`config.mk`:
```
export PLATFORM = sky130hd
export DESIGN_NAME = one_shot_timer_queue_core
export DESIGN_NICKNAME = d
export VERILOG_FILES = /design/src/hdl/otq_pkg.sv /design/src/hdl/otq_datapath.sv /design/src/hdl/otq_ctrl.sv /design/src/hdl/one_shot_timer_queue_core.sv
export SDC_FILE = /design/constraint.sdc
export NUM_CORES = 1
export LEC_CHECK = 0
export BUFFER_PORTS_ARGS = -buffer_cell sky130_fd_sc_hd__buf_2
export CORE_ASPECT_RATIO = 2
export CORE_MARGIN = 2
export CORE_UTILIZATION = 45
export CTS_BUF_LIST = sky130_fd_sc_hd__clkbuf_8
export DETAILED_ROUTE_END_ITERATION = 6
export GPL_TIMING_DRIVEN = 0
export HOLD_SLACK_MARGIN = 0.15
export PLACE_DENSITY_LB_ADDON = 0.08
export SYNTH_ARGS = -nofsm -noshare
export SYNTH_HDL_FRONTEND = slang
export SYNTH_SLANG_ARGS = --single-unit
```
`constraint.sdc`:
```
create_clock -name clk -period 10.5 [get_ports clk]
set_input_delay 1.575 -clock clk [delete_from_list [all_inputs] [get_ports clk]]
set_output_delay 1.575 -clock clk [all_outputs]
set_load 0.005 [all_outputs]
```
`src/hdl/otq_pkg.sv`:
```
// ----------------------------------------------------------------------------
// otq_pkg
// shared constants, request kinds and controller/datapath interface types
// ----------------------------------------------------------------------------
package otq_pkg;

    localparam int SLOT_COUNT = 16;
    localparam int SLOT_ID_W  = 4;
    localparam int DELAY_W    = 31;
    localparam int TICK_W     = 32;
    localparam int KIND_W     = 2;
    localparam int IDX_W      = (SLOT_COUNT > 1) ? $clog2(SLOT_COUNT) : 1;
    localparam int CNT_W      = $clog2(SLOT_COUNT + 1);

    typedef enum logic [KIND_W-1:0] {
        KIND_TICK  = 2'd0,
        KIND_START = 2'd1,
        KIND_STOP  = 2'd2
    } kind_t;

    // commands from the controller to the datapath
    typedef struct packed {
        logic load;       // capture the accepted request
        logic idx_clr;    // restart the queue scan
        logic idx_inc;    // step the queue scan
        logic remove;     // unlink queue entry at scan index
        logic insert;     // link request slot at scan index
        logic fire;       // unlink queue head and hold it as pending firing
        logic emit;       // move pending firing to the output register
        logic emit_last;  // emitted firing is the final one of this tick
    } otq_cmd_t;

    // status from the datapath to the controller
    typedef struct packed {
        kind_t kind;
        logic  slot_ok;
        logic  armed;
        logic  find_hit;
        logic  scan_stop;
        logic  head_fires;
        logic  pend_valid;
        logic  out_free;
    } otq_status_t;

    // wrap-safe ordering: a lies before b
    function automatic logic tick_before(input logic [TICK_W-1:0] a,
                                         input logic [TICK_W-1:0] b);
        logic [TICK_W-1:0] diff;
        diff = a - b;
        return diff[TICK_W-1];
    endfunction

endpackage

```
`src/hdl/otq_datapath.sv`:
```
// ----------------------------------------------------------------------------
// otq_datapath
// tick counter, slot state, sorted expiry queue and output register
// ----------------------------------------------------------------------------
module otq_datapath (
    input  logic                            clk,
    input  logic                            rst_n,
    input  logic [otq_pkg::KIND_W-1:0]      kind,
    input  logic [otq_pkg::SLOT_ID_W-1:0]   slot_id,
    input  logic [otq_pkg::DELAY_W-1:0]     delay,
    input  otq_pkg::otq_cmd_t               cmd,
    output otq_pkg::otq_status_t            status,
    output logic                            out_valid,
    input  logic                            out_stall,
    output logic [otq_pkg::SLOT_ID_W-1:0]   fired_slot,
    output logic                            last
);
    import otq_pkg::*;

    // control state
    logic [TICK_W-1:0]     tick_reg, tick_next;
    logic [SLOT_COUNT-1:0] armed_reg, armed_next;
    logic [CNT_W-1:0]      len_reg, len_next;
    logic [CNT_W-1:0]      idx_reg, idx_next;
    logic                  pend_valid_reg, pend_valid_next;
    logic                  out_valid_reg, out_valid_next;

    // payload state
    kind_t                 kind_reg;
    logic [IDX_W-1:0]      slot_reg;
    logic                  slot_ok_reg;
    logic [TICK_W-1:0]     expire_reg;
    logic [TICK_W-1:0]     expiry_mem [SLOT_COUNT];
    logic [IDX_W-1:0]      order_reg  [SLOT_COUNT];
    logic [IDX_W-1:0]      order_next [SLOT_COUNT];
    logic [IDX_W-1:0]      shift_up   [SLOT_COUNT];
    logic [IDX_W-1:0]      shift_dn   [SLOT_COUNT];
    logic [IDX_W-1:0]      pend_slot_reg;
    logic [SLOT_ID_W-1:0]  fired_slot_reg;
    logic                  last_reg;

    logic [IDX_W-1:0]      scan_idx;
    logic [IDX_W-1:0]      order_rd;
    logic [TICK_W-1:0]     expiry_rd;
    logic                  unlink;
    logic                  out_free;

    assign scan_idx  = idx_reg[IDX_W-1:0];
    assign order_rd  = order_reg[scan_idx];
    assign expiry_rd = expiry_mem[order_rd];
    assign unlink    = cmd.remove | cmd.fire;
    assign out_free  = !out_valid_reg || !out_stall;

    always_comb
    begin
        status.kind       = kind_reg;
        status.slot_ok    = slot_ok_reg;
        status.armed      = armed_reg[slot_reg];
        status.find_hit   = (order_rd == slot_reg);
        status.scan_stop  = (idx_reg == len_reg) || tick_before(expire_reg, expiry_rd);
        status.head_fires = (len_reg != '0) && !tick_before(tick_reg, expiry_rd);
        status.pend_valid = pend_valid_reg;
        status.out_free   = out_free;
    end

    // neighbor views of the queue for one-step shifts
    always_comb
    begin
        for (int j = 0; j < SLOT_COUNT - 1; j++)
        begin
            shift_up[j] = order_reg[j + 1];
        end
        shift_up[SLOT_COUNT-1] = order_reg[SLOT_COUNT-1];
        shift_dn[0] = order_reg[0];
        for (int j = 1; j < SLOT_COUNT; j++)
        begin
            shift_dn[j] = order_reg[j - 1];
        end
    end

    always_comb
    begin
        for (int j = 0; j < SLOT_COUNT; j++)
        begin
            order_next[j] = order_reg[j];
            if (unlink && (IDX_W'(j) >= scan_idx))
            begin
                order_next[j] = shift_up[j];
            end
            else if (cmd.insert && (IDX_W'(j) == scan_idx))
            begin
                order_next[j] = slot_reg;
            end
            else if (cmd.insert && (IDX_W'(j) > scan_idx))
            begin
                order_next[j] = shift_dn[j];
            end
        end
    end

    always_comb
    begin
        tick_next       = tick_reg;
        armed_next      = armed_reg;
        len_next        = len_reg;
        idx_next        = idx_reg;
        pend_valid_next = pend_valid_reg;
        out_valid_next  = out_valid_reg;

        if (cmd.load && (kind_t'(kind) == KIND_TICK))
        begin
            tick_next = tick_reg + TICK_W'(1);
        end

        if (cmd.load || cmd.idx_clr)
        begin
            idx_next = '0;
        end
        else if (cmd.idx_inc)
        begin
            idx_next = idx_reg + CNT_W'(1);
        end

        if (unlink)
        begin
            armed_next[order_rd] = 1'b0;
            len_next             = len_reg - CNT_W'(1);
        end
        else if (cmd.insert)
        begin
            armed_next[slot_reg] = 1'b1;
            len_next             = len_reg + CNT_W'(1);
        end

        if (cmd.fire)
        begin
            pend_valid_next = 1'b1;
        end
        else if (cmd.emit && cmd.emit_last)
        begin
            pend_valid_next = 1'b0;
        end

        if (cmd.emit)
        begin
            out_valid_next = 1'b1;
        end
        else if (!out_stall)
        begin
            out_valid_next = 1'b0;
        end
    end

    always_ff @(posedge clk or negedge rst_n)
    begin
        if (!rst_n)
        begin
            tick_reg       <= '0;
            armed_reg      <= '0;
            len_reg        <= '0;
            idx_reg        <= '0;
            pend_valid_reg <= 1'b0;
            out_valid_reg  <= 1'b0;
        end
        else
        begin
            tick_reg       <= tick_next;
            armed_reg      <= armed_next;
            len_reg        <= len_next;
            idx_reg        <= idx_next;
            pend_valid_reg <= pend_valid_next;
            out_valid_reg  <= out_valid_next;
        end
    end

    always_ff @(posedge clk)
    begin
        if (cmd.load)
        begin
            kind_reg    <= kind_t'(kind);
            slot_reg    <= IDX_W'(slot_id);
            slot_ok_reg <= (32'(slot_id) < SLOT_COUNT);
            expire_reg  <= tick_reg + TICK_W'(delay);
        end
        if (cmd.insert)
        begin
            expiry_mem[slot_reg] <= expire_reg;
        end
        for (int j = 0; j < SLOT_COUNT; j++)
        begin
            order_reg[j] <= order_next[j];
        end
        if (cmd.fire)
        begin
            pend_slot_reg <= order_rd;
        end
        if (cmd.emit)
        begin
            fired_slot_reg <= SLOT_ID_W'(pend_slot_reg);
            last_reg       <= cmd.emit_last;
        end
    end

    assign out_valid  = out_valid_reg;
    assign fired_slot = fired_slot_reg;
    assign last       = last_reg;

    // queue length always tracks the armed slots
    a_len_matches_armed: assert property (@(posedge clk) disable iff (!rst_n)
        $countones(armed_reg) == int'(len_reg))
        else $error("queue length differs from armed slot count");

    // the output register is never overwritten while a firing waits
    a_emit_needs_room: assert property (@(posedge clk) disable iff (!rst_n)
        cmd.emit |-> out_free)
        else $error("firing emitted into a stalled output register");

    // tick counter only holds or advances by one
    a_tick_step: assert property (@(posedge clk) disable iff (!rst_n)
        1'b1 |=> ((tick_reg == $past(tick_reg)) ||
                  (tick_reg == $past(tick_reg) + TICK_W'(1))))
        else $error("tick counter jumped");

    // a firing is only unlinked from an armed head
    a_fire_armed: assert property (@(posedge clk) disable iff (!rst_n)
        cmd.fire |-> (armed_reg[order_rd] && (idx_reg == '0)))
        else $error("fired a slot that is not the armed head");

endmodule

```
`src/hdl/otq_ctrl.sv`:
```
// ----------------------------------------------------------------------------
// otq_ctrl
// request sequencer: decode, queue search, insertion and tick firing
// ----------------------------------------------------------------------------
module otq_ctrl (
    input  logic                  clk,
    input  logic                  rst_n,
    input  logic                  in_valid,
    output logic                  in_stall,
    input  otq_pkg::otq_status_t  status,
    output otq_pkg::otq_cmd_t     cmd
);
    import otq_pkg::*;

    typedef enum logic [4:0] {
        ST_IDLE   = 5'b00001,
        ST_DECODE = 5'b00010,
        ST_FIND   = 5'b00100,
        ST_SCAN   = 5'b01000,
        ST_HEAD   = 5'b10000
    } state_t;

    state_t state_reg, state_next;

    always_comb
    begin
        state_next = state_reg;
        cmd        = '0;
        case (state_reg)
            ST_IDLE:
            begin
                if (in_valid)
                begin
                    cmd.load   = 1'b1;
                    state_next = ST_DECODE;
                end
            end
            ST_DECODE:
            begin
                case (status.kind)
                    KIND_TICK:
                    begin
                        state_next = ST_HEAD;
                    end
                    KIND_START:
                    begin
                        if (!status.slot_ok)
                            state_next = ST_IDLE;
                        else if (status.armed)
                            state_next = ST_FIND;
                        else
                            state_next = ST_SCAN;
                    end
                    KIND_STOP:
                    begin
                        if (status.slot_ok && status.armed)
                            state_next = ST_FIND;
                        else
                            state_next = ST_IDLE;
                    end
                    default:
                    begin
                        state_next = ST_IDLE;
                    end
                endcase
            end
            ST_FIND:
            begin
                if (status.find_hit)
                begin
                    cmd.remove = 1'b1;
                    if (status.kind == KIND_START)
                    begin
                        cmd.idx_clr = 1'b1;
                        state_next  = ST_SCAN;
                    end
                    else
                    begin
                        state_next = ST_IDLE;
                    end
                end
                else
                begin
                    cmd.idx_inc = 1'b1;
                end
            end
            ST_SCAN:
            begin
                if (status.scan_stop)
                begin
                    cmd.insert = 1'b1;
                    state_next = ST_IDLE;
                end
                else
                begin
                    cmd.idx_inc = 1'b1;
                end
            end
            ST_HEAD:
            begin
                if (status.head_fires)
                begin
                    // a held firing goes out first, it is not the last
                    if (!status.pend_valid || status.out_free)
                    begin
                        cmd.fire = 1'b1;
                        cmd.emit = status.pend_valid;
                    end
                end
                else if (!status.pend_valid)
                begin
                    state_next = ST_IDLE;
                end
                else if (status.out_free)
                begin
                    cmd.emit      = 1'b1;
                    cmd.emit_last = 1'b1;
                    state_next    = ST_IDLE;
                end
            end
            default:
            begin
                state_next = ST_IDLE;
            end
        endcase
    end

    always_ff @(posedge clk or negedge rst_n)
    begin
        if (!rst_n)
            state_reg <= ST_IDLE;
        else
            state_reg <= state_next;
    end

    assign in_stall = (state_reg != ST_IDLE);

endmodule

```
`src/hdl/one_shot_timer_queue_core.sv`:
```
// ----------------------------------------------------------------------------
// one_shot_timer_queue_core
// one-shot timer slots kept in a queue sorted by expiry tick
// ----------------------------------------------------------------------------
// A request is a tick, a start or a stop. Start arms a slot to expire at the
// current tick plus delay (re-arming it if already armed); stop disarms it.
// A tick advances the 32-bit counter and then fires every queued slot whose
// expiry has been reached, head first, one result per slot, with last set on
// the final firing of that tick. Expiry compares by wrap-safe signed
// difference. Every request passes a decode step first. A tick then fires
// its due slots one after another, held back while the output stalls; a
// start walks past the queued slots that precede its insertion point, and a
// re-armed slot is first found and unlinked, walking past the queued slots
// ahead of it; a stop of an armed slot walks past the queued slots ahead of
// it; a stop of a stopped slot or an unused kind ends after decode. The
// single queue scan index steps one entry a cycle. A stalled output holds
// firings back but a new request is taken as soon as the previous one is
// finished, even with a result waiting.
// ----------------------------------------------------------------------------
module one_shot_timer_queue_core (
    input  logic                            clk,
    input  logic                            rst_n,
    // request channel
    input  logic                            in_valid,
    output logic                            in_stall,
    input  logic [otq_pkg::KIND_W-1:0]      kind,
    input  logic [otq_pkg::SLOT_ID_W-1:0]   slot_id,
    input  logic [otq_pkg::DELAY_W-1:0]     delay,
    // firing channel
    output logic                            out_valid,
    input  logic                            out_stall,
    output logic [otq_pkg::SLOT_ID_W-1:0]   fired_slot,
    output logic                            last
);
    import otq_pkg::*;

    // controller drives commands, datapath answers with status
    otq_cmd_t    cmd;
    otq_status_t status;

    // sequencer: one request at a time, walks the queue one entry a cycle
    otq_ctrl u_ctrl (
        .clk      (clk),
        .rst_n    (rst_n),
        .in_valid (in_valid),
        .in_stall (in_stall),
        .status   (status),
        .cmd      (cmd)
    );

    // slot state, sorted queue and the output register
    otq_datapath u_datapath (
        .clk        (clk),
        .rst_n      (rst_n),
        .kind       (kind),
        .slot_id    (slot_id),
        .delay      (delay),
        .cmd        (cmd),
        .status     (status),
        .out_valid  (out_valid),
        .out_stall  (out_stall),
        .fired_slot (fired_slot),
        .last       (last)
    );

endmodule
```
* Word level (Yosys, flattened, before mapping)
Memories as Yosys holds them, arrays and structs flattened.
Index checks and enable logic that the tools add are counted.
** Operators by class
- $add $sub $neg :: 7
- Multipliers :: 0
- Divide/modulo/power cells :: 0
- $lt $le $gt $ge :: 35
- Equal/unequal tests :: 31
- Shifts and indexed selects :: 0
- Multiplexer cells :: 95
- Bitwise gates (word level) :: 4
- Reductions and logical operators :: 68
** Operators with widths (number)
- $mux 4 :: 49
- $sub 32x32->32 :: 2
- $logic_and 1x1->1 :: 52
- $mux 5 :: 10
- $add 32x1->32 const B :: 1
- $add 32x31->32 :: 1
- $eq 4x4->1 const A :: 8
- $ge 4x4->1 const A :: 8
- $gt 4x4->1 const A :: 8
- $mux 16 :: 2
- $pmux 5 s5 :: 1
- $mux 1 :: 23
- $and 16x16->16 :: 1
- $eq 3x4->1 const A :: 4
- $ge 3x4->1 const A :: 4
- $gt 3x4->1 const A :: 4
- $not 16->16 :: 1
- $or 16x16->16 :: 1
- $pmux 5 s3 :: 1
- $add 5x1->5 const B :: 2
- $lt 4x5->1 const B :: 2
- $demux 1 s4 :: 2
- $eq 2x4->1 const A :: 2
- $ge 1x4->1 const A :: 2
- other kinds (31) :: 49
** Storage, ports and cells
- Flip-flop bits (word level) :: 112
- Latch bits :: 0
- RAM bits :: 576
- Memory bits (read-only) :: 0
- Input port bits :: 41
- Output and inout bits :: 7
- Logic and storage cells :: 255
- Memories kept :: 2
** Memories
- u_datapath.expiry_mem :: depth 16, bits a word 32, rd ports 1, clocked after Yosys merged registers in 0, write ports 1, line otq_datapath.sv:33 : logic [TICK_W-1:0] expiry_mem [SLOT_COUNT];
- u_datapath.order_reg :: depth 16, bits a word 4, rd ports 17, clocked after Yosys merged registers in 0, write ports 16, line otq_datapath.sv:34 : logic [IDX_W-1:0] order_reg [SLOT_COUNT];

* Longest topological paths before layout
An unclocked memory read counts as a cell.
- Word-level depth :: 10
- Depth in mapped cells :: 37
- Gate-level depth less buffers :: 28

* Hierarchy
From an unflattened synthesis, not the netlist that was laid out.
** Second synthesis, totals
- Cells, all modules :: 2716
- Area, all modules :: 32014.5 µm²
** Modules (own cells, without submodules)
- otq_datapath :: times used 1, cells each 2659, area each 31552.8 µm², seq. area each 20209.4 µm²
- otq_ctrl :: times used 1, cells each 57, area each 461.7 µm², seq. area each 126.4 µm²

* Worst setup path after synthesis
No wires, ideal clock.
- Path type :: reg-to-reg
- From :: register u_datapath.idx_reg[1]
- To :: register u_datapath.armed_reg[11]
- Library setup time :: 0.077 ns
- Arrival time :: 9.088 ns
- Required time :: 10.423 ns
- Setup slack :: 1.335 ns
- Stages on the path, launching flop included :: 31
- Path buffers :: 9
- Clock period less this slack :: 9.165 ns
- Cell sequence :: dfrtp_1 > clkbuf_1 > and2_1 > clkbuf_1 > a221oi_1 > o21a_1 > inv_2 > buf_2 > clkbuf_1 > clkbuf_1 > clkbuf_1 > clkbuf_1 > nand2_1 > nand3_1 > o211ai_1 > nand3_1 > o31ai_1 > ha_1 > a21o_1 > a21o_1 > a21o_1 > a21o_1 > a21o_1 > a21oi_1 > o221ai_1 > a31oi_1 > nand3_2 > buf_6 > clkbuf_1 > nor4_1 > o32a_1
** On the way
- Cells in the longest elaborated chain, start to end :: 9
- Elaborated cells on any way between the ends :: 25
- Those cells by class :: 2 x add/sub; 2 x order compare; 2 x eq/ne; 9 x mux; 3 x bitwise; 5 x reduce/logical; 2 x memory
** Ends and longest elaborated chain
- start: declaration :: line otq_datapath.sv:24 : logic [CNT_W-1:0] idx_reg, idx_next;
- start signal: assignment :: line otq_datapath.sv:170 : idx_reg <= idx_next;
- $mem_v2 16x4
- $mem_v2 16x32
- $sub 32x32->32 :: line otq_pkg.sv:49 : diff = a - b;
- $logic_not 1->1 :: line otq_datapath.sv:61 : status.head_fires = (len_reg != '0) && !tick_before(tick_reg, expiry_rd);
- $logic_and 1x1->1 :: line otq_datapath.sv:61
- $mux 1 :: line otq_ctrl.sv:101 : if (status.head_fires)
- $mux 3 :: line otq_ctrl.sv:29 : case (state_reg)
- $or 1x1->1 :: line otq_datapath.sv:51 : assign unlink = cmd.remove | cmd.fire;
- $mux 16 / $reduce_bool 2->1 (equally long branches)
- end signal: assignment :: line otq_datapath.sv:168 : armed_reg <= armed_next;
- end: declaration :: line otq_datapath.sv:22 : logic [SLOT_COUNT-1:0] armed_reg, armed_next;
Parallel ways exist; a longest one is shown, timed or not.
A chain may end at the register's enable or synchronous reset.

==> metrics.md <==
| Metric | Value |
|---|---|
| Status | finished clean |
| Clk_lat worst skew | 750 ps |
| Clk buf depth | 3 |
| Ys async rst share | 0.09448 |
| WP data arrival | approximately 10,000 ps |
| R2r setup slk | 760 ps |
| Clock sink total | between 600 and 700 |
| WL/cell | between 20 and 25 um |
| Worst VDD drop | ~0.12 mV |
| Final-layout fill cell count | approximately 6,400 |
| RR Startpoint | u_datapath.idx_reg[0] |
| Max-Slew Margin vs Limit | 0.2729 |
| H-tree depth | 3 |
| Initial antenna violation count | 3 |
| Flip-flop and latch area | 20,340 sq um |
| Reg2reg end | u_datapath.order_reg[14][3] |
| Synth Instances | about 2,500 |
| Total gr overflow | 0 |
| Period minus WS final | around 9700 ps |
| Switching part of the total | 0.2984 |
| Layout cells sized above 1 | 0.1289 |
| Setup violators final | 0 |
| WS Path Type | reg2reg |
| CTS clk-pin slew, worst paths | roughly 70 ps |
| Placed instance count | about 3,500 |
| Avg Inst Size Synth | between 10 and 15 sq um |
| Pwr dens | around 180 nW/um^2 |
| Slew @ Worst Pin | about 1100 ps |
| Max incr delay on CP | roughly 900 ps |
| Yosys warns | 0 |
| Clock share of power | 0.314 |
| Total CTS buffers | 98 |
| GP Congestion | between 0.9 and 1 |
| Mapped Area | about 32,000 sq um |
| DR iter-0 viols | between 1,500 and 2,000 |
| Synth cell count leaders | 623 x edfxtp_1, 468 x nand2_1, 127 x nand3_1 |
| Final period util | 0.9275 |
| Pin count of the biggest net entering global routing | 63 |
| CP required | about 11,000 ps |
| Layout Cells excl Fill | ~3,700 |
| Seq/Total Area, Yosys | 0.6388 |
| Max-Cap Viols | 0 |
| Synth top area share | 0.5877 |
| Slowest CP cell | nor2_1 |
| Clk_skew | just over 40 ps |
| Max reg flops | slightly above 500 |
| PortBufs | 47 |
| Fin nets | approximately 2,800 |
| Row count | 138 |
| Fmax | approximately 100 MHz |
| Io pins | between 40 and 50 |
| Most used DFF post-synth | edfxtp_1 |
| Final TNS setup | 0 ps |
| Hold Vio Cnt, Final | 0 |
| FF-to-FF path depth | 26 |
| Detail Route Antenna Nets | 0 |
| CP Max Fanout | 10 |
| Min-delay src | u_datapath.pend_slot_reg[2] |
| DR vias | between 20,000 and 25,000 |
| Syn nets | 2,609 |
| Final WL | between 80,000 and 90,000 um |
| Number of global-route vias before repair | 21,238 |
| Post-synth EDFFs | 623 |
| Synth area leaders | edfxtp_1 59%, nand2_1 5.5%, dfrtp_1 5.0% |
| Max Slew Vio Count | 0 |
| Cell taking the most area after synthesis | edfxtp_1 |
| Starting density of the core | 0.4519 |
| Min-delay worst type | reg2reg |
| Hold Path Cell Cnt | 0 |
| Multi-input gate area | around 11,000 sq um |
| Most frequent CP cell | a21oi_1 |
| Leakage | about 13 nW |
| Internal | about 4.5 mW |
| First-pass GRT wire length | approximately 130,000 um |
| Drt first pass iters | 5 |
| Hold_buf cts | 0 |
| Seq pwr share | 0.532 |
| CORE AREA | roughly 70,000 sq um |
| Hold EP | u_datapath.fired_slot[2] |
| Vias per cell | 5.703 |
| Die Ht | about 380 um |
| Post-CTS Setup Inserts | 0 |
| Post-DP HPWL | approximately 63,000 um |
| Die ar. | approximately 73,000 sq um |
| RSZ-0062 raised after global routing | false |
| Setup crit start kind | flip-flop |
| CTS tree | built |
| Most frequent cell after synthesis | edfxtp_1 |
| FF+latch count, synth | 688 |
| DRC viols | 0 |
| Worst Setup End Kind | flip-flop |
| Area grow syn2layout | 12.07% |
| GRT Total Usage | 0.2440 |
| Switching power total | around 1.9 mW |
| Cell variety after synth | between 70 and 80 |
| Root Buffer | clkbuf_8 |
| Comb power frac | 0.154 |
| Die width | between 150 and 200 um |
## cell usage in the layout (no fill, tap or decap), drive strengths merged, types with 7 or more instances in the layout
cell type,n
nand2b,15
mux2,99
a311oi,58
o32a,8
ha,96
and3,8
dfrtp,64
xor2,22
nor2,65
edfxtp,623
nor3,35
nor4,16
o31ai,38
nor2b,11
nand2,468
o21ai,37
a21oi,61
and2,65
o22ai,7
a211oi,62
mux2i,25
buf,112
nand3,128
o211ai,61
clkinv,40
or3,16
mux4,25
clkbuf,218
nand4,22
xnor2,54
inv,64
a21o,50
## layer usage
layer	wire (um)	track usage	part of all wire	vias up
met1	36860	0.3175	0.42	10306
met3	5307	0.04796	0.061	134
met4	2660	0.09174	0.030	0
li1	-	-	-	9738
met5	0	0	0	-
met2	42730	0.4024	0.49	638
## stage by stage
stage | total power, mW | hold slack [ps] | util | setup WS [ps] | cell area (sq um)
after global placement | 4.412 | 401.6 | 0.4714 | -5621 | 33210
after detailed placement | 4.446 | 407.5 | 0.4805 | -1034 | 33850
after CTS | 6.453 | 422.4 | 0.5063 | 199.7 | 35670
final | 6.403 | 417.3 | 0.5064 | 761.1 | 35680
after global routing | 6.679 | 438.5 | 0.5064 | 182.7 | 35670
after floorplan | 3.989 | 400.3 | - | 1335 | 31830
## worst max path at each step
stage | cells after the start | to | start
after detailed placement | 37 | u_datapath.len_reg[4] | u_datapath.idx_reg[1]
final | 26 | u_datapath.order_reg[14][3] | u_datapath.idx_reg[0]
after global placement | 30 | u_datapath.armed_reg[11] | u_datapath.idx_reg[1]
after global routing | 35 | u_datapath.len_reg[4] | u_datapath.idx_reg[0]
after CTS | 32 | u_datapath.len_reg[4] | u_datapath.idx_reg[0]
after floorplan | 30 | u_datapath.armed_reg[11] | u_datapath.idx_reg[1]
## worst max-delay path: cells and delay by family (launching register included)
| kind | cells | cell delay, ps |
|---|---|---|
| adder cells (fa/ha/maj) | 1 | 260 |
| flip-flops | 1 | 610 |
| AO/OA/AOI/OAI | 15 | 3920 |
| buffers and inverters | 6 | 2740 |
| multiplexers | 2 | 880 |
| AND/OR/NAND/NOR | 2 | 950 |
## cells by family (layout without fill, tap and decap cells)
| family | Yosys count | after routing | synth area share |
|---|---|---|---|
| multiplexers | 149 | 149 | 0.06057 |
| other | 0 | 2 | 0 |
| flip-flops | 688 | 688 | 0.6388 |
| AND/OR/NAND/NOR | 870 | 870 | 0.1251 |
| buffers and inverters | 172 | 440 | 0.02111 |
| AO/OA/AOI/OAI | 416 | 416 | 0.09394 |
| adder cells (fa/ha/maj) | 99 | 99 | 0.03930 |
| XOR/XNOR | 76 | 76 | 0.02115 |
## power by group through the flow
| stage | clock (mW) | sequential (mW) | combinational, mW |
|---|---|---|---|
| CTS | 2.06 | 3.40 | 0.993 |
| global route | 2.17 | 3.42 | 1.09 |
| finish | 2.01 | 3.40 | 0.988 |
| detailed placement | 0 | 3.46 | 0.987 |
| floorplan | 0 | 3.35 | 0.637 |
| global placement | 0 | 3.45 | 0.963 |
## final cells by class
type | count | share of cell area
antenna | 2 | 0.0001403
buffer | 135 | 0.01526
clock buffer | 103 | 0.03974
clock inverter | 74 | 0.01112
inverter | 35 | 0.003683
multi-input combinational | 1610 | 0.3064
sequential | 688 | 0.5700
tap | 910 | 0.03192
timing repair buffer | 93 | 0.02174
## repair_timing
action	CTS	global route
setup endpoints to repair	110	1
pin swaps	0	0
gates cloned	0	0
gates resized for setup	5	1
(Power assumes the default switching activity.)
